===== src/rtl/core/tfcm_pkg.sv =====
// ----------------------------------------------------------------------------
// tfcm_pkg: shared definitions of the thermal false-color mapper
// Field widths, register codes, reset values, command bundle and the
// RGB565 palette ROM contents.
// ----------------------------------------------------------------------------
package tfcm_pkg;

	localparam int TEMP_W   = 13;
	localparam int POS_W    = 6;
	localparam int DEG_W    = 8;
	localparam int GRID_W   = 7;
	localparam int COLOR_W  = 16;
	localparam int COORD_W  = 10;
	localparam int CFG_IDX_W = 3;
	localparam int CFG_DAT_W = 8;

	localparam int GRID_MAX_DEF      = 64;
	localparam int PALETTE_DEPTH_DEF = 256;
	localparam int COUNTER_LIMIT     = 64;

	localparam int DIV_STEPS = 8;
	localparam int DIV_CNT_W = $clog2(DIV_STEPS);

	localparam logic [DEG_W-1:0]   RST_MIN_TEMP   = 8'd20;
	localparam logic [DEG_W-1:0]   RST_MAX_TEMP   = 8'd28;
	localparam logic [GRID_W-1:0]  RST_GRID_COLS  = 7'd8;
	localparam logic [GRID_W-1:0]  RST_GRID_ROWS  = 7'd8;
	localparam logic [DEG_W-1:0]   RST_BOX_WIDTH  = 8'd10;
	localparam logic [DEG_W-1:0]   RST_BOX_HEIGHT = 8'd16;

	localparam logic [14:0]        X_ORIGIN  = 15'd40;
	localparam logic [COORD_W-1:0] COORD_MAX = 10'd1023;

	localparam logic [CFG_IDX_W-1:0] REG_MIN_TEMP   = 3'd0;
	localparam logic [CFG_IDX_W-1:0] REG_MAX_TEMP   = 3'd1;
	localparam logic [CFG_IDX_W-1:0] REG_GRID_COLS  = 3'd2;
	localparam logic [CFG_IDX_W-1:0] REG_GRID_ROWS  = 3'd3;
	localparam logic [CFG_IDX_W-1:0] REG_BOX_WIDTH  = 3'd4;
	localparam logic [CFG_IDX_W-1:0] REG_BOX_HEIGHT = 3'd5;

	typedef struct packed {
		logic capture;
		logic load;
		logic div_step;
		logic result_write;
	} tfcm_cmd_t;

	localparam logic [COLOR_W-1:0] PALETTE_ROM [0:255] = '{
		16'h480F,
		16'h400F, 16'h400F, 16'h400F, 16'h4010, 16'h3810, 16'h3810, 16'h3810, 16'h3810,
		16'h3010, 16'h3010,
		16'h3010, 16'h2810, 16'h2810, 16'h2810, 16'h2810, 16'h2010, 16'h2010, 16'h2010,
		16'h1810, 16'h1810,
		16'h1811, 16'h1811, 16'h1011, 16'h1011, 16'h1011, 16'h0811, 16'h0811, 16'h0811,
		16'h0011, 16'h0011,
		16'h0011, 16'h0011, 16'h0011, 16'h0031, 16'h0031, 16'h0051, 16'h0072, 16'h0072,
		16'h0092, 16'h00B2,
		16'h00B2, 16'h00D2, 16'h00F2, 16'h00F2, 16'h0112, 16'h0132, 16'h0152, 16'h0152,
		16'h0172, 16'h0192,
		16'h0192, 16'h01B2, 16'h01D2, 16'h01F3, 16'h01F3, 16'h0213, 16'h0233, 16'h0253,
		16'h0253, 16'h0273,
		16'h0293, 16'h02B3, 16'h02D3, 16'h02D3, 16'h02F3, 16'h0313, 16'h0333, 16'h0333,
		16'h0353, 16'h0373,
		16'h0394, 16'h03B4, 16'h03D4, 16'h03D4, 16'h03F4, 16'h0414, 16'h0434, 16'h0454,
		16'h0474, 16'h0474,
		16'h0494, 16'h04B4, 16'h04D4, 16'h04F4, 16'h0514, 16'h0534, 16'h0534, 16'h0554,
		16'h0554, 16'h0574,
		16'h0574, 16'h0573, 16'h0573, 16'h0573, 16'h0572, 16'h0572, 16'h0572, 16'h0571,
		16'h0591, 16'h0591,
		16'h0590, 16'h0590, 16'h058F, 16'h058F, 16'h058F, 16'h058E, 16'h05AE, 16'h05AE,
		16'h05AD, 16'h05AD,
		16'h05AD, 16'h05AC, 16'h05AC, 16'h05AB, 16'h05CB, 16'h05CB, 16'h05CA, 16'h05CA,
		16'h05CA, 16'h05C9,
		16'h05C9, 16'h05C8, 16'h05E8, 16'h05E8, 16'h05E7, 16'h05E7, 16'h05E6, 16'h05E6,
		16'h05E6, 16'h05E5,
		16'h05E5, 16'h0604, 16'h0604, 16'h0604, 16'h0603, 16'h0603, 16'h0602, 16'h0602,
		16'h0601, 16'h0621,
		16'h0621, 16'h0620, 16'h0620, 16'h0620, 16'h0620, 16'h0E20, 16'h0E20, 16'h0E40,
		16'h1640, 16'h1640,
		16'h1E40, 16'h1E40, 16'h2640, 16'h2640, 16'h2E40, 16'h2E60, 16'h3660, 16'h3660,
		16'h3E60, 16'h3E60,
		16'h3E60, 16'h4660, 16'h4660, 16'h4E60, 16'h4E80, 16'h5680, 16'h5680, 16'h5E80,
		16'h5E80, 16'h6680,
		16'h6680, 16'h6E80, 16'h6EA0, 16'h76A0, 16'h76A0, 16'h7EA0, 16'h7EA0, 16'h86A0,
		16'h86A0, 16'h8EA0,
		16'h8EC0, 16'h96C0, 16'h96C0, 16'h9EC0, 16'h9EC0, 16'hA6C0, 16'hAEC0, 16'hAEC0,
		16'hB6E0, 16'hB6E0,
		16'hBEE0, 16'hBEE0, 16'hC6E0, 16'hC6E0, 16'hCEE0, 16'hCEE0, 16'hD6E0, 16'hD700,
		16'hDF00, 16'hDEE0,
		16'hDEC0, 16'hDEA0, 16'hDE80, 16'hDE80, 16'hE660, 16'hE640, 16'hE620, 16'hE600,
		16'hE5E0, 16'hE5C0,
		16'hE5A0, 16'hE580, 16'hE560, 16'hE540, 16'hE520, 16'hE500, 16'hE4E0, 16'hE4C0,
		16'hE4A0, 16'hE480,
		16'hE460, 16'hEC40, 16'hEC20, 16'hEC00, 16'hEBE0, 16'hEBC0, 16'hEBA0, 16'hEB80,
		16'hEB60, 16'hEB40,
		16'hEB20, 16'hEB00, 16'hEAE0, 16'hEAC0, 16'hEAA0, 16'hEA80, 16'hEA60, 16'hEA40,
		16'hF220, 16'hF200,
		16'hF1E0, 16'hF1C0, 16'hF1A0, 16'hF180, 16'hF160, 16'hF140, 16'hF100, 16'hF0E0,
		16'hF0C0, 16'hF0A0,
		16'hF080, 16'hF060, 16'hF040, 16'hF020, 16'hF800
	};

endpackage


===== src/rtl/core/tfcm_ctrl.sv =====
// ----------------------------------------------------------------------------
// tfcm_ctrl: sequencer of the false-color mapper
// Accepts one sample at a time, steps the datapath through load, eight
// divide iterations and result write, and owns both handshakes.
// ----------------------------------------------------------------------------
module tfcm_ctrl
	import tfcm_pkg::*;
(
	input  logic      clk,
	input  logic      arst_n,
	input  logic      in_valid,
	output logic      in_ready,
	output logic      out_valid,
	input  logic      out_ready,
	output tfcm_cmd_t cmd
);

	typedef enum logic [1:0] {
		S_IDLE,
		S_LOAD,
		S_DIV,
		S_DONE
	} state_t;

	state_t                state_q;
	logic [DIV_CNT_W-1:0]  cnt_q;
	logic                  in_ready_q;
	logic                  out_valid_q;
	logic                  can_write;

	// The output register is free when empty or being drained this cycle.
	assign can_write = !out_valid_q || out_ready;

	always_comb begin
		cmd.capture      = in_valid && in_ready_q;
		cmd.load         = (state_q == S_LOAD);
		cmd.div_step     = (state_q == S_DIV);
		cmd.result_write = (state_q == S_DONE) && can_write;
	end

	always_ff @(posedge clk or negedge arst_n) begin
		if (!arst_n) begin
			state_q     <= S_IDLE;
			cnt_q       <= '0;
			in_ready_q  <= 1'b1;
			out_valid_q <= 1'b0;
		end else begin
			if (out_valid_q && out_ready) begin
				out_valid_q <= 1'b0;
			end
			unique case (state_q)
				S_IDLE: begin
					if (in_valid && in_ready_q) begin
						in_ready_q <= 1'b0;
						state_q    <= S_LOAD;
					end
				end
				S_LOAD: begin
					cnt_q   <= '0;
					state_q <= S_DIV;
				end
				S_DIV: begin
					cnt_q <= cnt_q + 1'b1;
					if (cnt_q == DIV_CNT_W'(DIV_STEPS - 1)) begin
						state_q <= S_DONE;
					end
				end
				S_DONE: begin
					if (can_write) begin
						out_valid_q <= 1'b1;
						in_ready_q  <= 1'b1;
						state_q     <= S_IDLE;
					end
				end
				default: state_q <= S_IDLE;
			endcase
		end
	end

	assign in_ready  = in_ready_q;
	assign out_valid = out_valid_q;

endmodule


===== src/rtl/core/tfcm_dp.sv =====
// ----------------------------------------------------------------------------
// tfcm_dp: datapath of the false-color mapper
// Holds the configuration registers, frame counters and running extremes,
// scales the clamped sample with a shift-subtract divider and drives the
// result register.
// ----------------------------------------------------------------------------
module tfcm_dp
	import tfcm_pkg::*;
#(
	parameter int GRID_MAX      = GRID_MAX_DEF,
	parameter int PALETTE_DEPTH = PALETTE_DEPTH_DEF
) (
	input  logic                        clk,
	input  logic                        arst_n,
	input  tfcm_cmd_t                   cmd,
	input  logic                        cfg_write,
	input  logic [CFG_IDX_W-1:0]        cfg_index,
	input  logic [CFG_DAT_W-1:0]        cfg_data,
	input  logic signed [TEMP_W-1:0]    temp_sixteenths,
	input  logic                        frame_start,
	output logic [COLOR_W-1:0]          pixel_color,
	output logic [COORD_W-1:0]          box_x,
	output logic [COORD_W-1:0]          box_y,
	output logic signed [TEMP_W-1:0]    hottest_temp,
	output logic [POS_W-1:0]            hottest_col,
	output logic [POS_W-1:0]            hottest_row,
	output logic signed [TEMP_W-1:0]    coldest_temp,
	output logic [POS_W-1:0]            coldest_col,
	output logic [POS_W-1:0]            coldest_row,
	output logic                        frame_end
);

	localparam int GRID_LIM_A = (GRID_MAX > COUNTER_LIMIT) ? COUNTER_LIMIT : GRID_MAX;
	localparam int GRID_LIM   = (GRID_LIM_A < 1) ? 1 : GRID_LIM_A;
	localparam logic [8:0] IDX_TOP = 9'(PALETTE_DEPTH - 1);

	// Configuration registers.
	logic [DEG_W-1:0]  min_temp_q, max_temp_q, box_width_q, box_height_q;
	logic [GRID_W-1:0] grid_cols_q, grid_rows_q;

	// Captured sample.
	logic signed [TEMP_W-1:0] temp_q;
	logic                     fs_q;

	// Frame position and running extremes.
	logic [POS_W-1:0]         col_q, row_q;
	logic signed [TEMP_W-1:0] hot_val_q, cold_val_q;
	logic [POS_W-1:0]         hot_col_q, hot_row_q, cold_col_q, cold_row_q;

	// Per-sample results waiting for the divider.
	logic [14:0]       bx_s1;
	logic [13:0]       by_s1;
	logic              fend_s1;
	logic              empty_s1;
	logic [DEG_W-1:0]  dvs_q, rem_q, quo_q;

	// Load-step logic.
	logic signed [TEMP_W-1:0] lo, hi, t_cl, hot_eff, cold_eff;
	logic [POS_W-1:0]         col_eff, row_eff;
	logic [GRID_W-1:0]        ncols, nrows;
	logic                     last_col, last_row;
	logic [DEG_W-1:0]         deg, num;
	logic [15:0]              dividend;

	// Divide-step and output logic.
	logic [8:0]       trial, trial_sub;
	logic             ge;
	logic [DEG_W-1:0] idx, idx_sat;

	always_comb begin
		lo       = signed'({1'b0, min_temp_q, 4'b0000});
		hi       = signed'({1'b0, max_temp_q, 4'b0000});
		hot_eff  = fs_q ? lo : hot_val_q;
		cold_eff = fs_q ? hi : cold_val_q;
		col_eff  = fs_q ? '0 : col_q;
		row_eff  = fs_q ? '0 : row_q;

		if (temp_q < lo) begin
			t_cl = lo;
		end else if (temp_q > hi) begin
			t_cl = hi;
		end else begin
			t_cl = temp_q;
		end

		// The clamped value is never negative, so its degree part is bits 11:4.
		deg      = t_cl[11:4];
		num      = (deg > min_temp_q) ? deg - min_temp_q : '0;
		dividend = {num, 8'h00} - {8'h00, num};

		if (grid_cols_q == '0) begin
			ncols = 7'd1;
		end else if (grid_cols_q > GRID_W'(GRID_LIM)) begin
			ncols = GRID_W'(GRID_LIM);
		end else begin
			ncols = grid_cols_q;
		end
		if (grid_rows_q == '0) begin
			nrows = 7'd1;
		end else if (grid_rows_q > GRID_W'(GRID_LIM)) begin
			nrows = GRID_W'(GRID_LIM);
		end else begin
			nrows = grid_rows_q;
		end
		last_col = ({1'b0, col_eff} + 7'd1) >= ncols;
		last_row = ({1'b0, row_eff} + 7'd1) >= nrows;

		trial     = {rem_q, quo_q[DEG_W-1]};
		ge        = trial >= {1'b0, dvs_q};
		trial_sub = trial - {1'b0, dvs_q};

		idx     = empty_s1 ? '0 : quo_q;
		idx_sat = ({1'b0, idx} > IDX_TOP) ? IDX_TOP[DEG_W-1:0] : idx;
	end

	always_ff @(posedge clk or negedge arst_n) begin
		if (!arst_n) begin
			min_temp_q   <= RST_MIN_TEMP;
			max_temp_q   <= RST_MAX_TEMP;
			grid_cols_q  <= RST_GRID_COLS;
			grid_rows_q  <= RST_GRID_ROWS;
			box_width_q  <= RST_BOX_WIDTH;
			box_height_q <= RST_BOX_HEIGHT;
			col_q        <= '0;
			row_q        <= '0;
			hot_val_q    <= signed'({1'b0, RST_MIN_TEMP, 4'b0000});
			cold_val_q   <= signed'({1'b0, RST_MAX_TEMP, 4'b0000});
			hot_col_q    <= '0;
			hot_row_q    <= '0;
			cold_col_q   <= '0;
			cold_row_q   <= '0;
		end else begin
			if (cfg_write) begin
				unique case (cfg_index)
					REG_MIN_TEMP:   min_temp_q   <= cfg_data;
					REG_MAX_TEMP:   max_temp_q   <= cfg_data;
					REG_GRID_COLS:  grid_cols_q  <= cfg_data[GRID_W-1:0];
					REG_GRID_ROWS:  grid_rows_q  <= cfg_data[GRID_W-1:0];
					REG_BOX_WIDTH:  box_width_q  <= cfg_data;
					REG_BOX_HEIGHT: box_height_q <= cfg_data;
					default: ;
				endcase
			end
			if (cmd.load) begin
				// A strictly hotter sample wins; only otherwise is the cold side checked.
				if (t_cl > hot_eff) begin
					hot_val_q  <= t_cl;
					hot_col_q  <= col_eff;
					hot_row_q  <= row_eff;
					cold_val_q <= cold_eff;
					cold_col_q <= fs_q ? '0 : cold_col_q;
					cold_row_q <= fs_q ? '0 : cold_row_q;
				end else if (t_cl < cold_eff) begin
					hot_val_q  <= hot_eff;
					hot_col_q  <= fs_q ? '0 : hot_col_q;
					hot_row_q  <= fs_q ? '0 : hot_row_q;
					cold_val_q <= t_cl;
					cold_col_q <= col_eff;
					cold_row_q <= row_eff;
				end else begin
					hot_val_q  <= hot_eff;
					hot_col_q  <= fs_q ? '0 : hot_col_q;
					hot_row_q  <= fs_q ? '0 : hot_row_q;
					cold_val_q <= cold_eff;
					cold_col_q <= fs_q ? '0 : cold_col_q;
					cold_row_q <= fs_q ? '0 : cold_row_q;
				end
				if (last_col) begin
					col_q <= '0;
					row_q <= last_row ? '0 : row_eff + 1'b1;
				end else begin
					col_q <= col_eff + 1'b1;
					row_q <= row_eff;
				end
			end
		end
	end

	always_ff @(posedge clk) begin
		if (cmd.capture) begin
			temp_q <= temp_sixteenths;
			fs_q   <= frame_start;
		end
		if (cmd.load) begin
			bx_s1    <= 15'(box_width_q * col_eff) + X_ORIGIN;
			by_s1    <= 14'(box_height_q * row_eff);
			fend_s1  <= last_col && last_row;
			empty_s1 <= max_temp_q <= min_temp_q;
			dvs_q    <= max_temp_q - min_temp_q;
			// The quotient never exceeds 255, so the upper byte starts below the divisor.
			rem_q    <= dividend[15:8];
			quo_q    <= dividend[7:0];
		end
		if (cmd.div_step) begin
			rem_q <= ge ? trial_sub[DEG_W-1:0] : trial[DEG_W-1:0];
			quo_q <= {quo_q[DEG_W-2:0], ge};
		end
		if (cmd.result_write) begin
			pixel_color  <= PALETTE_ROM[idx_sat];
			box_x        <= (bx_s1 > 15'(COORD_MAX)) ? COORD_MAX : bx_s1[COORD_W-1:0];
			box_y        <= (by_s1 > 14'(COORD_MAX)) ? COORD_MAX : by_s1[COORD_W-1:0];
			hottest_temp <= hot_val_q;
			hottest_col  <= hot_col_q;
			hottest_row  <= hot_row_q;
			coldest_temp <= cold_val_q;
			coldest_col  <= cold_col_q;
			coldest_row  <= cold_row_q;
			frame_end    <= fend_s1;
		end
	end

endmodule


===== src/rtl/core/thermal_false_color_mapper_top.sv =====
// ----------------------------------------------------------------------------
// A sample runs through load, the eight-step shift-subtract palette scaler
// and result write; a new sample is taken only after that write.
// A finished result waits in the output register while the next sample runs.
// Reset (arst_n low) clears counters and extreme positions, loads register and extreme defaults.
// ----------------------------------------------------------------------------
// ----------------------------------------------------------------------------
// thermal_false_color_mapper_top: thermal false-color mapper
// Maps temperature samples to RGB565 palette colors with box coordinates,
// running extremes and an end-of-frame mark.
// ----------------------------------------------------------------------------
module thermal_false_color_mapper_top
	import tfcm_pkg::*;
#(
	parameter int GRID_MAX      = GRID_MAX_DEF,
	parameter int PALETTE_DEPTH = PALETTE_DEPTH_DEF
) (
	input  logic                     clk,
	input  logic                     arst_n,
	input  logic                     in_valid,
	output logic                     in_ready,
	input  logic signed [TEMP_W-1:0] temp_sixteenths,
	input  logic                     frame_start,
	output logic                     out_valid,
	input  logic                     out_ready,
	output logic [COLOR_W-1:0]       pixel_color,
	output logic [COORD_W-1:0]       box_x,
	output logic [COORD_W-1:0]       box_y,
	output logic signed [TEMP_W-1:0] hottest_temp,
	output logic [POS_W-1:0]         hottest_col,
	output logic [POS_W-1:0]         hottest_row,
	output logic signed [TEMP_W-1:0] coldest_temp,
	output logic [POS_W-1:0]         coldest_col,
	output logic [POS_W-1:0]         coldest_row,
	output logic                     frame_end,
	input  logic                     cfg_valid,
	output logic                     cfg_ready,
	input  logic [CFG_IDX_W-1:0]     cfg_index,
	input  logic [CFG_DAT_W-1:0]     cfg_data
);

	tfcm_cmd_t cmd;

	// The user keeps register writes to idle; not enforced, they are always taken.
	assign cfg_ready = 1'b1;

	tfcm_ctrl u_ctrl (
		.clk       (clk),
		.arst_n    (arst_n),
		.in_valid  (in_valid),
		.in_ready  (in_ready),
		.out_valid (out_valid),
		.out_ready (out_ready),
		.cmd       (cmd)
	);

	tfcm_dp #(
		.GRID_MAX      (GRID_MAX),
		.PALETTE_DEPTH (PALETTE_DEPTH)
	) u_dp (
		.clk             (clk),
		.arst_n          (arst_n),
		.cmd             (cmd),
		.cfg_write       (cfg_valid && cfg_ready),
		.cfg_index       (cfg_index),
		.cfg_data        (cfg_data),
		.temp_sixteenths (temp_sixteenths),
		.frame_start     (frame_start),
		.pixel_color     (pixel_color),
		.box_x           (box_x),
		.box_y           (box_y),
		.hottest_temp    (hottest_temp),
		.hottest_col     (hottest_col),
		.hottest_row     (hottest_row),
		.coldest_temp    (coldest_temp),
		.coldest_col     (coldest_col),
		.coldest_row     (coldest_row),
		.frame_end       (frame_end)
	);

endmodule

===== config.mk =====
export PLATFORM = sky130hd
export DESIGN_NAME = thermal_false_color_mapper_top
export DESIGN_NICKNAME = d
export VERILOG_FILES = /design/src/rtl/core/tfcm_pkg.sv /design/src/rtl/core/tfcm_ctrl.sv /design/src/rtl/core/tfcm_dp.sv /design/src/rtl/core/thermal_false_color_mapper_top.sv
export SDC_FILE = /design/constraint.sdc
export NUM_CORES = 1
export LEC_CHECK = 0
export BUFFER_PORTS_ARGS = -buffer_cell sky130_fd_sc_hd__buf_2
export CAP_MARGIN = 5
export CORE_UTILIZATION = 43
export CTS_CLUSTER_SIZE = 25
export DETAILED_ROUTE_END_ITERATION = 7
export PLACE_DENSITY = 0.6
export SYNTH_ARGS = -nofsm -noshare
export SYNTH_HDL_FRONTEND = slang
export SYNTH_HIERARCHICAL = 1
export SYNTH_SLANG_ARGS = --single-unit
export TNS_END_PERCENT = 100

===== constraint.sdc =====
create_clock -name clk -period 5.15 [get_ports clk]
set_input_delay 0.2575 -clock clk [delete_from_list [all_inputs] [get_ports clk]]
set_output_delay 0.2575 -clock clk [all_outputs]
set_load 0.05 [all_outputs]

== After elaboration in Yosys (flattened, before gate mapping) ==
Memory sizes are Yosys's and may differ from the RTL's. A register that Yosys moved wholly into a read port is not among the register bits.
Index checks and enable logic that the tools add are counted.

* Register bits after elaboration: 255
* Memory bits (read-only): 4096
* Input port bits: 30
* Word-level logic and storage cells: 140
* Memories kept: 1

* Add/sub/neg operators: 10
* Multipliers: 2
* $lt $le $gt $ge: 13
* Equality and inequality tests: 12
* Muxes and demuxes: 43
* Bitwise gates (word level): 1
* Reduce and logical (&&, ||, !) cells: 22

{| class="wikitable"
|+ Memories
! name !! words !! width !! read ports !! clocked after Yosys merged registers in !! wr ports !! line !! text
|-
| (name not given) || 256 || 16 || 1 || 1 || 0 || tfcm_dp.sv:199 || <nowiki>pixel_color <= PALETTE_ROM[idx_sat];</nowiki>
|}

{| class="wikitable"
|+ Operators with widths
! operator !! number
|-
| $mux 13 || 7
|-
| $mux 6 || 14
|-
| $mux 8 || 7
|-
| $mul 8x6->14 || 2
|-
| $mux 7 || 4
|-
| $gt 13x13->1 || 2
|-
| $lt 13x13->1 || 2
|-
| $sub 8x8->8 || 3
|-
| $sub 16x8->16 || 1
|-
| $add 14x6->15 const B || 1
|-
| $gt 15x10->1 const B || 1
|-
| $add 6x1->7 const B || 2
|-
| $ge 7x7->1 || 2
|-
| $gt 14x10->1 const B || 1
|-
| $gt 7x7->1 const B || 2
|-
| $logic_not 7->1 || 2
|-
| $reduce_and 2->1 || 7
|-
| $add 6x1->6 const B || 2
|-
| $eq 3x3->1 const B || 3
|-
| $ge 9x8->1 || 1
|-
| $not 8->9 || 1
|-
| $gt 8x8->1 || 1
|-
| $le 8x8->1 || 1
|-
| $pmux 2 s4 || 1
|-
| 18 further kinds || 33
|}

== Longest topological paths before layout ==
Gate-level depths: netlist (run 1).

* Word-level depth: 8
* Mapped depth: 21
* Mapped depth without buffers: 19

== Cells and area by module ==
Netlist (run 1), hierarchy kept.

{| class="wikitable"
|+ By module, submodules not included
! module !! instances !! cells an instance !! area each (um2) !! seq. area each (um2)
|-
| tfcm_dp || 1 || 1770 || 17947.2 || 7405.9
|-
| tfcm_ctrl || 1 || 40 || 409.1 || 176.4
|-
| thermal_false_color_mapper_top || 1 || 2 || 11.3 || 0.0
|}

== Least setup slack after synthesis (run 1) ==
OpenSTA, ideal clock, no wires.

* Path kind: reg-to-reg
* From: register u_dp.fs_q
* To: register u_dp.bx_s1[13], data pin
* Setup time: 0.137 ns
* Arrival time: 5.290 ns
* Setup slack: -0.278 ns
* Cell stages (with the launch flop): 20
* Clock period less this slack: 5.428 ns
* Path through: edfxtp_1 -> clkbuf_1 -> clkbuf_1 -> clkbuf_1 -> nor2_1 -> and2_1 -> fa_1 -> inv_1 -> fa_1 -> fa_1 -> inv_1 -> fa_1 -> ha_1 -> a21o_1 -> a21oi_1 -> o21bai_1 -> a21oi_1 -> o21ai_0 -> or4_1 -> nand4_1

* Cells in the longest elaborated chain, start to end: 3

{| class="wikitable"
|+ Ends and longest elaborated chain
! what !! line !! text
|-
| start: declaration || tfcm_dp.sv:43 || <nowiki>logic fs_q;</nowiki>
|-
| start signal: assignment || tfcm_dp.sv:182 || <nowiki>fs_q <= frame_start;</nowiki>
|-
| $mux 6 || tfcm_dp.sv:75 || <nowiki>col_eff = fs_q ? '0 : col_q;</nowiki>
|-
| $mul 8x6->14 || tfcm_dp.sv:185 || <nowiki>bx_s1 <= 15'(box_width_q * col_eff) + X_ORIGIN;</nowiki>
|-
| $add 14x6->15 || tfcm_dp.sv:185 ||
|-
| end signal: assignment || tfcm_dp.sv:185 ||
|-
| end: declaration || tfcm_dp.sv:51 || <nowiki>logic [14:0] bx_s1;</nowiki>
|}

No other way between the ends.
A chain may end at the register's enable or synchronous reset.

== Worst setup path in the final report (run 1) ==
* From: register u_dp.max_temp_q[2]
* To: register u_dp.rem_q[6], data pin

* Cells in the longest elaborated chain, start to end: 8
* Elaborated cells between the ends (all ways): 9
* Classes of those cells: add/sub: 2; order compare: 2; mux: 5

{| class="wikitable"
|+ Ends and longest elaborated chain
! what !! line !! text
|-
| start: declaration || tfcm_dp.sv:38 || <nowiki>logic [DEG_W-1:0] min_temp_q, max_temp_q, box_width_q, box_height_q;</nowiki>
|-
| start signal: assignment || tfcm_dp.sv:136 || <nowiki>REG_MAX_TEMP: max_temp_q <= cfg_data;</nowiki>
|-
| $gt 13x13->1 || tfcm_dp.sv:80 || <nowiki>end else if (temp_q > hi) begin</nowiki>
|-
| $mux 13 (*) || tfcm_dp.sv:80 ||
|-
| $mux 13 (*) || tfcm_dp.sv:78 || <nowiki>if (temp_q < lo) begin</nowiki>
|-
| $sub 8x8->8 / $gt 8x8->1 (equally long branches) || tfcm_dp.sv:88 || <nowiki>num = (deg > min_temp_q) ? deg - min_temp_q : '0;</nowiki>
|-
| $mux 8 (*) || tfcm_dp.sv:88 ||
|-
| $sub 16x8->16 (*) || tfcm_dp.sv:89 || <nowiki>dividend = {num, 8'h00} - {8'h00, num};</nowiki>
|-
| $mux 8 (*) || tfcm_dp.sv:184 || <nowiki>if (cmd.load) begin</nowiki>
|-
| $mux 8 (*) || tfcm_dp.sv:194 || <nowiki>if (cmd.div_step) begin</nowiki>
|-
| end signal: assignment || tfcm_dp.sv:191 || <nowiki>rem_q <= dividend[15:8];</nowiki>
|-
| end signal: assignment || tfcm_dp.sv:195 || <nowiki>rem_q <= ge ? trial_sub[DEG_W-1:0] : trial[DEG_W-1:0];</nowiki>
|-
| end: declaration || tfcm_dp.sv:55 || <nowiki>logic [DEG_W-1:0] dvs_q, rem_q, quo_q;</nowiki>
|}

Mark *: on every way between the ends. The rest lies on a longest branch, timed or not. The select of a mux whose other input is x is not followed.

==> out/qor.yml, run 1 <==
status:
  status: "complete, no violations"
floorplanning:
  die_area_sq_mm: 0.0435
  core_sq_mm: 0.0420
  die_w_um: 209
  die_y_um: 209
  io_pins: 120
  initial_core_util: 0.437
  num_rows: 75
clocking:
  clkTransAtPathRegs_ns: 0.06
  cts-root-buf: "clkbuf_16"
  clock_latency_ns: 0.55
  cts_tree: "built"
  cts_buffers: 34
  htree_levels: 2
  clock_sink_count: 271
  cts_buffer_depth: 3
finish:
  diodes: 0
  final_cell_mix: "nand2_1, ha_1, edfxtp_1"
  final_util: 0.501
  drive_above_1_share: 0.155
  layout_commonest_cell: "nand2_1"
  finalNetCount: 2202
  area_delta_synth_final_pct: 14.7
  fillCellCount: 3896
route:
  wl_per_cell_um: 19.2
  wl_um: 48400
  vias: 14249
  drt_pass1_iterations: 6
  drc: 0
  drtIter0Drc: 934
  vias_per_cell: 5.65
  final_antenna_net_count: 0
synth:
  synthSimpleGateAreaFrac: 0.158
  yosys_warnings: 6
  syn_area_per_cell_sq_um: 10.1
  synth_top_family_by_area: "adder cells"
  synthesis.area_sq_mm: 0.0184
  synth_edf_count: 156
  synth_mux_area_frac: 0.0488
  yosys.area_share.adder: 0.166
  synth-seq-cells: 271
  synth_cells: 1812
  ys.flop_type: "edfxtp_1"
  synth_seq_area_share: 0.413
  synth_compound_area_frac: 0.147
  synthXorXnorAreaFrac: 0.0196
  ys_async_sr_fraction: 0.424
  ys_types: 87
critical_path:
  worst-path-buf-inv: 2
  arrival_ns: 5.26
  crit_family: "compound AO/OA/AOI/OAI gates"
  critPathRequiredTime_ns: 5.43
  worst_path_most_repeated_cell: "a21oi_1"
  critPathSlowestCell: "dfstp_2"
  max_stage_delay_ns: 0.56
  cp_cell_sequence: "inv_1 > ha_1 > and3b_1 > o2111ai_1 > a221o_2 > buf_4 > mux2i_1 > a21oi_1 > ha_1 > nand3_1 > a21oi_1 > or4_4 > a211oi_4 > a21oi_1 > o21a_1 > o32a_1"
  critPathCaptureType: "flip-flop"
  worst-path-max-fanout: 9
  startpoint_type: "flip-flop"
  crit_type: "reg -> reg"
run:
  drv_cap: 0
grt:
  globalRouteTotalUtil: 0.227
  grt-ovfl-total: 0
  grt_pass1_vias: 14221
  use_met3: 0.0319
  grt_max_degree: 75
  grt_pass1_wl_um: 78100
  met2_usage: 0.389
  antenna_found_initial: 0
  grt_most_used_layer: "met2"
  use_met1: 0.291
power_and_ir_drop:
  p_leak_nw: 8.99
  finalPower_mw: 6.59
  vdd.ir_drop.worst_mv: 0.215
  p_per_area_mw_per_mm2: 313
placed_design:
  hpwl_um: 35400
  pre_cts_ws_ns: 0.0973
  gp_congestion: 0.914
  portBuffers: 118
timing:
  layout_min_cycle_time_ns: 4.98
  hold_violations: 0
  drv_slew: 0
  slew_headroom: 0.267
  tightest_slew_ns: 1.10
  clock.fmax_ghz: 0.201
  setup_viol: 0
  clock_skew_ns: 0.0245
  rsz0062_at_grt: "true"
  min_period_over_period: 0.967
  setup_ws_ns: 0.170
hold_path:
  hp-class: "in -> reg"
-- registers in the layout, summed over array words and instances, names as in the netlist, 8 cells and up --
| name | count |
|---|---|
| u_dp/box_height_q | 8 |
| u_dp/box_width_q | 8 |
| u_dp/box_x | 10 |
| u_dp/box_y | 10 |
| u_dp/bx_s1 | 15 |
| u_dp/by_s1 | 14 |
| u_dp/cold_val_q | 13 |
| u_dp/coldest_temp | 13 |
| u_dp/dvs_q | 8 |
| u_dp/hot_val_q | 13 |
| u_dp/hottest_temp | 13 |
| u_dp/max_temp_q | 8 |
| u_dp/min_temp_q | 8 |
| u_dp/pixel_color | 16 |
| u_dp/quo_q | 8 |
| u_dp/rem_q | 8 |
| u_dp/temp_q | 13 |
-- layer usage --
layer / up-vias / share of wire
met5: - / 0
met1: 6961 / 0.43
li1: 6801 / -
met3: 98 / 0.049
met2: 389 / 0.49
met4: 0 / 0.033
-- logic make-up (layout without fill, tap and decap cells) --
group	after synthesis	in the layout
multiplexers	85	85
AND/OR/NAND/NOR	577	577
AO/OA/AOI/OAI	404	404
other	2	3
flip-flops	271	271
buffers and inverters	220	392
XOR/XNOR	41	41
adder cells (fa/ha/maj)	212	212
-- area by class of cell --
type,count,area (sq um),share of cell area
multi-input cells,1322,9990,0.474
flip-flops and latches,271,7580,0.360
clock inverters,14,125,0.00594
clock buffers,47,962,0.0457
repair buffers,196,1220,0.0579
well taps,539,674,0.0320
inverters,135,509,0.0242
-- tightest hold or removal path, delay by kind of cell --
kind            cells  cell delay (ns)
buf+inv             1             0.16
simple gates        1             0.07
compound gates      1             0.09
-- stage by stage --
step | setup TNS [ns] | cells | hold WS, ns | instance area, sq um
after floorplan | 0 | 1813 | -0.0381 | 18400
after global placement | 0 | 2442 | 0.433 | 19800
after detailed placement | 0 | 2442 | 0.422 | 19800
after CTS | 0 | 2520 | 0.0139 | 21000
after global routing | -0.0386 | 2524 | 0.0585 | 21100
final | 0 | 2524 | 0.0459 | 21100
-- final timing paths --
kind	startpoint	end	slack [ns]	depth (start not counted)
hold reg to reg	u_dp/fend_s1	u_dp/frame_end	0.43	0
min in group asynchronous	arst_n	u_dp/hot_col_q[3]	0.44	2
hold / removal	cfg_data[3]	u_dp/max_temp_q[3]	0.05	3
setup reg to reg	u_dp/max_temp_q[2]	u_dp/rem_q[6]	0.17	16
max in group asynchronous	arst_n	u_dp/box_width_q[4]	3.55	3
setup / recovery	u_dp/max_temp_q[2]	u_dp/rem_q[6]	0.17	16
-- cells in the mapped netlist, drive strengths merged (6+ instances only) --
master   instances  area [sq um]
dfstp           16           420
inv            133           499
nor3b            6          45.0
a21o            15           113
o21ai           86           434
nor4            16           100
mux2i           48           480
or3             21           131
clkbuf          64           240
dfrtp           99          2480
nor3            24           120
a21boi           7          52.6
o21a            11          82.6
nor2b           41           257
or4              8          63.8
a22oi           15           113
and2            62           388
a2111oi          8          76.3
o211ai          21           163
nand3           32           165
nor2           115           432
a22o            17           150
and3             8          60.1
xor2            14           123
o22ai           12          75.1
mux2            37           417
nand2          168           631
a21oi          103           515
xnor2           27           236
fa              54          1080
a31oi           15          93.8
nand2b          45           282
ha             158          1980
buf             21           109
a221oi           9          78.8
nand4           17           106
a211oi          12           108
edfxtp         156          4680
o31ai           10          75.1
-- power breakdown --
group | internal [mW] | switching (mW) | leakage (nW)
Clock | 1.37 | 0.956 | 0.535
Combinational | 0.710 | 1.01 | 5.77
Sequential | 2.43 | 0.106 | 2.68
Total | 4.51 | 2.07 | 8.99
-- repair_timing --
action,4_1_cts,5_1_grt
setup endpoints to repair,0,30
hold buffers,17,0
gates resized for setup,0,7
endpoints found under the hold margin,80,0
setup buffers,0,3
Power figures use the tool's default switching activity.
==> run 2: changes to the inputs <==
--- a/config.mk
+++ b/config.mk
@@ -11,6 +11,7 @@
 export CTS_CLUSTER_SIZE = 25
 export DETAILED_ROUTE_END_ITERATION = 7
 export PLACE_DENSITY = 0.6
+export REMOVE_ABC_BUFFERS = 1
 export SYNTH_ARGS = -nofsm -noshare
 export SYNTH_HDL_FRONTEND = slang
 export SYNTH_HIERARCHICAL = 1
==> out/qor.yml, run 2 (same netlist as run 1, synthesis figures left out) <==
critical_path:
  arrival_ns: 5.19  # was 5.26 ns
  crit_type: "reg -> reg"  # unchanged
  worst-path-max-fanout: 13  # was 9
  critPathSlowestCell: "o211ai_1"  # was dfstp_2
  max_stage_delay_ns: 0.82  # was 0.56 ns
  critPathRequiredTime_ns: 5.42  # was 5.43 ns
  startpoint_type: "flip-flop"  # unchanged
  cp_cell_sequence: "inv_1 > ha_1 > and3b_1 > o2111ai_1 > a221o_2 > buf_4 > mux2i_1 > a21oi_1 > ha_1 > inv_1 > a211oi_2 > buf_4 > o211ai_1 > nor3_1 > a2111oi_0 > a21oi_1"  # was inv_1 > ha_1 > and3b_1 > o2111ai_1 > a221o_2 > buf_4 > mux2i_1 > a21oi_1 > ha_1 > nand3_1 > a21oi_1 > or4_4 > a211oi_4 > a21oi_1 > o21a_1 > o32a_1
  critPathCaptureType: "flip-flop"  # unchanged
finish:
  layoutNonFillerInstCount: 2511  # was 2524
  multi_input_area_sq_mm: 0.0100  # was 0.00999 sq mm
  finalNetCount: 2190  # was 2202
  drive_above_1_share: 0.155  # about the same
  area_delta_synth_final_pct: 14.4  # was 14.7%
  largest_reg_flops: 16  # unchanged
  reg_top3: "u_dp/pixel_color (16), u_dp/bx_s1 (15), u_dp/by_s1 (14)"  # unchanged
  largest-register: "u_dp/pixel_color"  # unchanged
  fillCellCount: 3844  # was 3896
  diodes: 0  # unchanged
  final_cell_mix: "nand2_1, ha_1, edfxtp_1"  # unchanged
  seqCellArea_sq_mm: 0.00758  # unchanged
  layout_commonest_cell: "nand2_1"  # unchanged
timing:
  tns_ns: 0  # unchanged
  whs_ns: 0.0321  # was 0.0459 ns
  setup_ws_ns: 0.238  # was 0.170 ns
  layout_min_cycle_time_ns: 4.91  # was 4.98 ns
  rsz0062_at_grt: "false"  # was true
  hold_violations: 0  # unchanged
  tightest_slew_ns: 1.10  # about the same
  clock.fmax_ghz: 0.204  # was 0.201 GHz
  setup_viol: 0  # unchanged
  min_period_over_period: 0.954  # was 0.967
  slew_headroom: 0.264  # was 0.267
  clock_skew_ns: 0.00967  # was 0.0245 ns
  drv_slew: 0  # unchanged
power_and_ir_drop:
  p_sw_mw: 2.06  # was 2.07 mW
  vdd.ir_drop.worst_mv: 0.260  # was 0.215 mV
  finalPower_mw: 6.51  # was 6.59 mW
  p_per_area_mw_per_mm2: 310  # was 313 mW/mm^2
  p_leak_nw: 8.95  # was 8.99 nW
  pwr-share-seq: 0.390  # was 0.385
  p_int_mw: 4.45  # was 4.51 mW
  switching_share: 0.316  # was 0.315
  clock_power_share: 0.346  # was 0.353
  p_comb_frac: 0.264  # was 0.261
status:
  status: "complete, no violations"  # unchanged
clocking:
  clkTransAtPathRegs_ns: 0.06  # about the same
  cts_tree: "built"  # unchanged
  cts_buffers: 30  # was 34
  htree_levels: 1  # was 2
  clock_sink_count: 271  # unchanged
  cts_buffer_depth: 3  # unchanged
  cts-root-buf: "clkbuf_16"  # unchanged
  clock_latency_ns: 0.58  # was 0.55 ns
floorplanning:
  initial_core_util: 0.437  # unchanged
  num_rows: 75  # unchanged
  die_w_um: 209  # unchanged
  core_sq_mm: 0.0420  # unchanged
  die_y_um: 209  # unchanged
  io_pins: 120  # unchanged
  die_area_sq_mm: 0.0435  # unchanged
grt:
  grt_pass1_wl_um: 76700  # was 78100 um
  grt_pass1_vias: 14150  # was 14221
  grt-ovfl-total: 0  # unchanged
  grt_max_degree: 68  # was 75
  antenna_found_initial: 0  # unchanged
  globalRouteTotalUtil: 0.221  # was 0.227
run:
  drv_cap: 0  # unchanged
placed_design:
  gp_congestion: 0.906  # was 0.914
  pre_cts_ws_ns: 0.127  # was 0.0973 ns
  hpwl_um: 34700  # was 35400 um
  portBuffers: 118  # unchanged
  dp_cells: 2435  # was 2442
route:
  drtIter0Drc: 1033  # was 934
  final_antenna_net_count: 0  # unchanged
  drc: 0  # unchanged
  vias_per_cell: 5.70  # was 5.65
  vias: 14320  # was 14249
  drt_pass1_iterations: 5  # was 6
  wl_per_cell_um: 19.3  # was 19.2 um
  wl_um: 48400  # about the same
hold_path:
  hp-class: "in -> reg"  # unchanged
==> run 2: worst max-delay path: cells and delay by family (launching register included) <==
kind | cells | cell delay [ns]
compound gates | 7 | 2.40
buf+inv | 4 | 0.53
simple gates | 2 | 0.30
fa+ha+maj | 2 | 0.70
mux | 1 | 0.12
flops | 1 | 0.57
==> run 2: final timing paths <==
check	from	end	slack, ns	cells past startpoint
worst min register to register	u_dp/hot_row_q[4]	u_dp/hottest_row[4]	0.45	0
worst max register to register	u_dp/max_temp_q[2]	u_dp/quo_q[6]	0.24	16
max in group asynchronous	arst_n	u_ctrl/state_q[1]	3.58	3
worst min-delay path	cfg_data[4]	u_dp/max_temp_q[4]	0.03	3
worst max-delay path	u_dp/max_temp_q[2]	u_dp/quo_q[6]	0.24	16
min in group asynchronous	arst_n	u_dp/box_width_q[6]	0.25	2
==> run 2: through the flow <==
stage / cell area (sq um) / utilization
after floorplan: 18000 / -
after global placement: 19700 / 0.469
after detailed placement: 19700 / 0.469
after CTS: 20900 / 0.498
after global routing: 21000 / 0.500
final: 21000 / 0.500
==> run 2: final cells by class <==
cell class	count	area share
Clock inverter	18	0.00905
Inverter	135	0.0242
Tap cell	539	0.0321
Multi-Input combinational cell	1323	0.477
Timing Repair Buffer	187	0.0567
Sequential cell	271	0.361
Clock buffer	38	0.0405
==> run 2: timing repair <==
| item | 4_1_cts | 5_1_grt |
|---|---|---|
| buffers inserted | 0 | 2 |
| hold buffers | 17 | 0 |
| endpoints found under the setup margin | 0 | 33 |
| gates resized for setup | 0 | 14 |
| endpoints found under the hold margin | 60 | 0 |
==> run 2: per-layer routing <==
layer | routed length (um) | track usage
met5 | 0 | 0
met4 | 1260 | 0.0636
met3 | 2440 | 0.0251
met2 | 22700 | 0.368
met1 | 22000 | 0.304
==> run 2: power by group through the flow <==
stage          clock network, mW  registers [mW]  logic, mW
2_1_floorplan                  0            2.54       1.17
3_3_place_gp                   0            2.58       1.63
3_5_place_dp                   0            2.58       1.65
4_1_cts                     2.31            2.54       1.67
5_1_grt                     2.38            2.56       1.88
6_report                    2.26            2.54       1.72
==> run 3: changes to the inputs <==
--- a/config.mk
+++ b/config.mk
@@ -7,10 +7,9 @@
 export LEC_CHECK = 0
 export BUFFER_PORTS_ARGS = -buffer_cell sky130_fd_sc_hd__buf_2
 export CAP_MARGIN = 5
-export CORE_UTILIZATION = 43
+export CORE_UTILIZATION = 30
 export CTS_CLUSTER_SIZE = 25
 export DETAILED_ROUTE_END_ITERATION = 7
-export PLACE_DENSITY = 0.6
 export REMOVE_ABC_BUFFERS = 1
 export SYNTH_ARGS = -nofsm -noshare
 export SYNTH_HDL_FRONTEND = slang
==> out/qor.yml, run 3 (same netlist as run 1, synthesis figures left out) <==
finish:
  reg_top3: "u_dp/pixel_color (16), u_dp/bx_s1 (15), u_dp/by_s1 (14)"  # unchanged
  layout_commonest_cell: "nand2_1"  # unchanged
  layoutNonFillerInstCount: 2758  # was 2511
  largest_reg_flops: 16  # unchanged
  drive_above_1_share: 0.147  # was 0.155
  finalNetCount: 2193  # was 2190
  seqCellArea_sq_mm: 0.00758  # unchanged
  fillCellCount: 6077  # was 3844
  final_cell_mix: "nand2_1, ha_1, edfxtp_1"  # unchanged
  final_util: 0.352  # was 0.500
  largest-register: "u_dp/pixel_color"  # unchanged
  multi_input_area_sq_mm: 0.00999  # was 0.0100 sq mm
  diodes: 0  # unchanged
  area_delta_synth_final_pct: 16.0  # was 14.4%
critical_path:
  crit_type: "reg -> reg"  # unchanged
  startpoint_type: "flip-flop"  # unchanged
  max_stage_delay_ns: 0.53  # was 0.82 ns
  critPathCaptureType: "flip-flop"  # unchanged
  worst-path-max-fanout: 10  # was 13
  arrival_ns: 5.23  # was 5.19 ns
  worst-path-buf-inv: 2  # was 4
  cp_cell_sequence: "inv_1 > ha_1 > and4_1 > o21ai_0 > o211ai_2 > and2_1 > mux2i_1 > ha_1 > fa_1 > nand2b_1 > a211oi_2 > o211a_1 > nand2b_1 > ha_1 > inv_1 > o21ai_0 > a41o_1 > or3_1 > o211ai_1"  # was inv_1 > ha_1 > and3b_1 > o2111ai_1 > a221o_2 > buf_4 > mux2i_1 > a21oi_1 > ha_1 > inv_1 > a211oi_2 > buf_4 > o211ai_1 > nor3_1 > a2111oi_0 > a21oi_1
  critPathRequiredTime_ns: 5.52  # was 5.42 ns
  crit_family: "adder cells"  # was compound AO/OA/AOI/OAI gates
  worst_path_most_repeated_cell: "ha_1"
  critPathSlowestCell: "dfstp_2"  # was o211ai_1
power_and_ir_drop:
  vdd.ir_drop.worst_mv: 0.186  # was 0.260 mV
  finalPower_mw: 6.62  # was 6.51 mW
  p_leak_nw: 8.95  # about the same
  p_per_area_mw_per_mm2: 311  # was 310 mW/mm^2
timing:
  rsz0062_at_grt: "false"  # unchanged
  clock.fmax_ghz: 0.206  # was 0.204 GHz
  setup_ws_ns: 0.292  # was 0.238 ns
  clock_skew_ns: 0.0121  # was 0.00967 ns
  drv_slew: 0  # unchanged
  tns_ns: 0  # unchanged
  tightest_slew_ns: 1.02  # was 1.10 ns
  setup_viol: 0  # unchanged
  slew_headroom: 0.314  # was 0.264
  min_period_over_period: 0.943  # was 0.954
  layout_min_cycle_time_ns: 4.86  # was 4.91 ns
  hold_violations: 0  # unchanged
clocking:
  clock_sink_count: 271  # unchanged
  cts-root-buf: "clkbuf_16"  # unchanged
  cts_tree: "built"  # unchanged
  cts_buffers: 34  # was 30
  postCtsSetupRepairBufs: 0  # unchanged
  clock_latency_ns: 0.55  # was 0.58 ns
  cts_buffer_depth: 3  # unchanged
  clkTransAtPathRegs_ns: 0.05  # was 0.06 ns
  htree_levels: 2  # was 1
floorplanning:
  die_y_um: 249  # was 209 um
  die_w_um: 249  # was 209 um
  initial_core_util: 0.304  # was 0.437
  io_pins: 120  # unchanged
  core_sq_mm: 0.0605  # was 0.0420 sq mm
  die_area_sq_mm: 0.0622  # was 0.0435 sq mm
  num_rows: 90  # was 75
grt:
  antenna_found_initial: 0  # unchanged
  globalRouteTotalUtil: 0.163  # was 0.221
  grt_max_degree: 63  # was 68
  grt_pass1_vias: 14535  # was 14150
  grt_pass1_wl_um: 80700  # was 76700 um
  grt-ovfl-total: 0  # unchanged
placed_design:
  pre_cts_ws_ns: 0.132  # was 0.127 ns
  portBuffers: 118  # unchanged
  dp_cells: 2679  # was 2435
  hpwl_um: 37600  # was 34700 um
  gp_congestion: 0.884  # was 0.906
status:
  status: "complete, no violations"  # unchanged
route:
  drc: 0  # unchanged
  wl_um: 50800  # was 48400 um
  vias_per_cell: 5.17  # was 5.70
  vias: 14255  # was 14320
  wl_per_cell_um: 18.4  # was 19.3 um
  drt_pass1_iterations: 7  # was 5
  drtIter0Drc: 1160  # was 1033
  final_antenna_net_count: 0  # unchanged
hold_path:
  hp-class: "in -> reg"  # unchanged
run:
  drv_cap: 0  # unchanged
## run 3: layout make-up
type / count / share of cell area
inverters: 135 / 0.0239
flip-flops and latches: 271 / 0.356
clock inverters: 11 / 0.00716
clock buffers: 50 / 0.0442
multi-input cells: 1322 / 0.469
well taps: 782 / 0.0459
repair buffers: 187 / 0.0543
## run 3: metrics by stage
stage | hold WS, ns | instance area [sq um]
2_1_floorplan | -0.0381 | 18000
3_3_place_gp | 0.397 | 20000
3_5_place_dp | 0.395 | 20000
4_1_cts | 0.00435 | 21300
5_1_grt | 0.0195 | 21300
6_report | 0.0423 | 21300
## run 3: path summary, 6_finish.rpt
path	from	end	slack, ns	cells past startpoint
worst max-delay path	u_dp/min_temp_q[4]	u_dp/rem_q[2]	0.29	19
worst min-delay path	cfg_data[2]	u_dp/max_temp_q[2]	0.04	3
worst max register to register	u_dp/min_temp_q[4]	u_dp/rem_q[2]	0.29	19
worst min register to register	u_dp/fend_s1	u_dp/frame_end	0.46	0
max in group asynchronous	arst_n	u_dp/cold_val_q[10]	3.55	3
min in group asynchronous	arst_n	u_dp/grid_cols_q[6]	0.35	2
## run 3: where the power goes
group          leakage [nW]  total [mW]  internal, mW  switching, mW
combinational          5.73        1.72         0.708           1.01
sequential             2.68        2.54          2.43          0.108
clock                 0.531        2.36          1.42          0.934
## run 3: what timing repair did
action | 4_1_cts | 5_1_grt
setup endpoints to repair | 0 | 6
endpoints found under the hold margin | 68 | 0
hold buffers | 18 | 0
resized for setup | 0 | 5
## run 3: worst min-delay path, cell delays in order
cell	delay, ns
buf_2	0.17
nand2_1	0.08
o21ai_0	0.07
## run 3: metal layers
| metal | vias up | global-route usage | wire (um) |
|---|---|---|---|
| li1 | 6807 | - | - |
| met1 | 7000 | 0.211 | 22400 |
| met2 | 367 | 0.276 | 24700 |
| met3 | 81 | 0.0282 | 2430 |
| met4 | 0 | 0.0497 | 1280 |
| met5 | - | 0 | 0 |
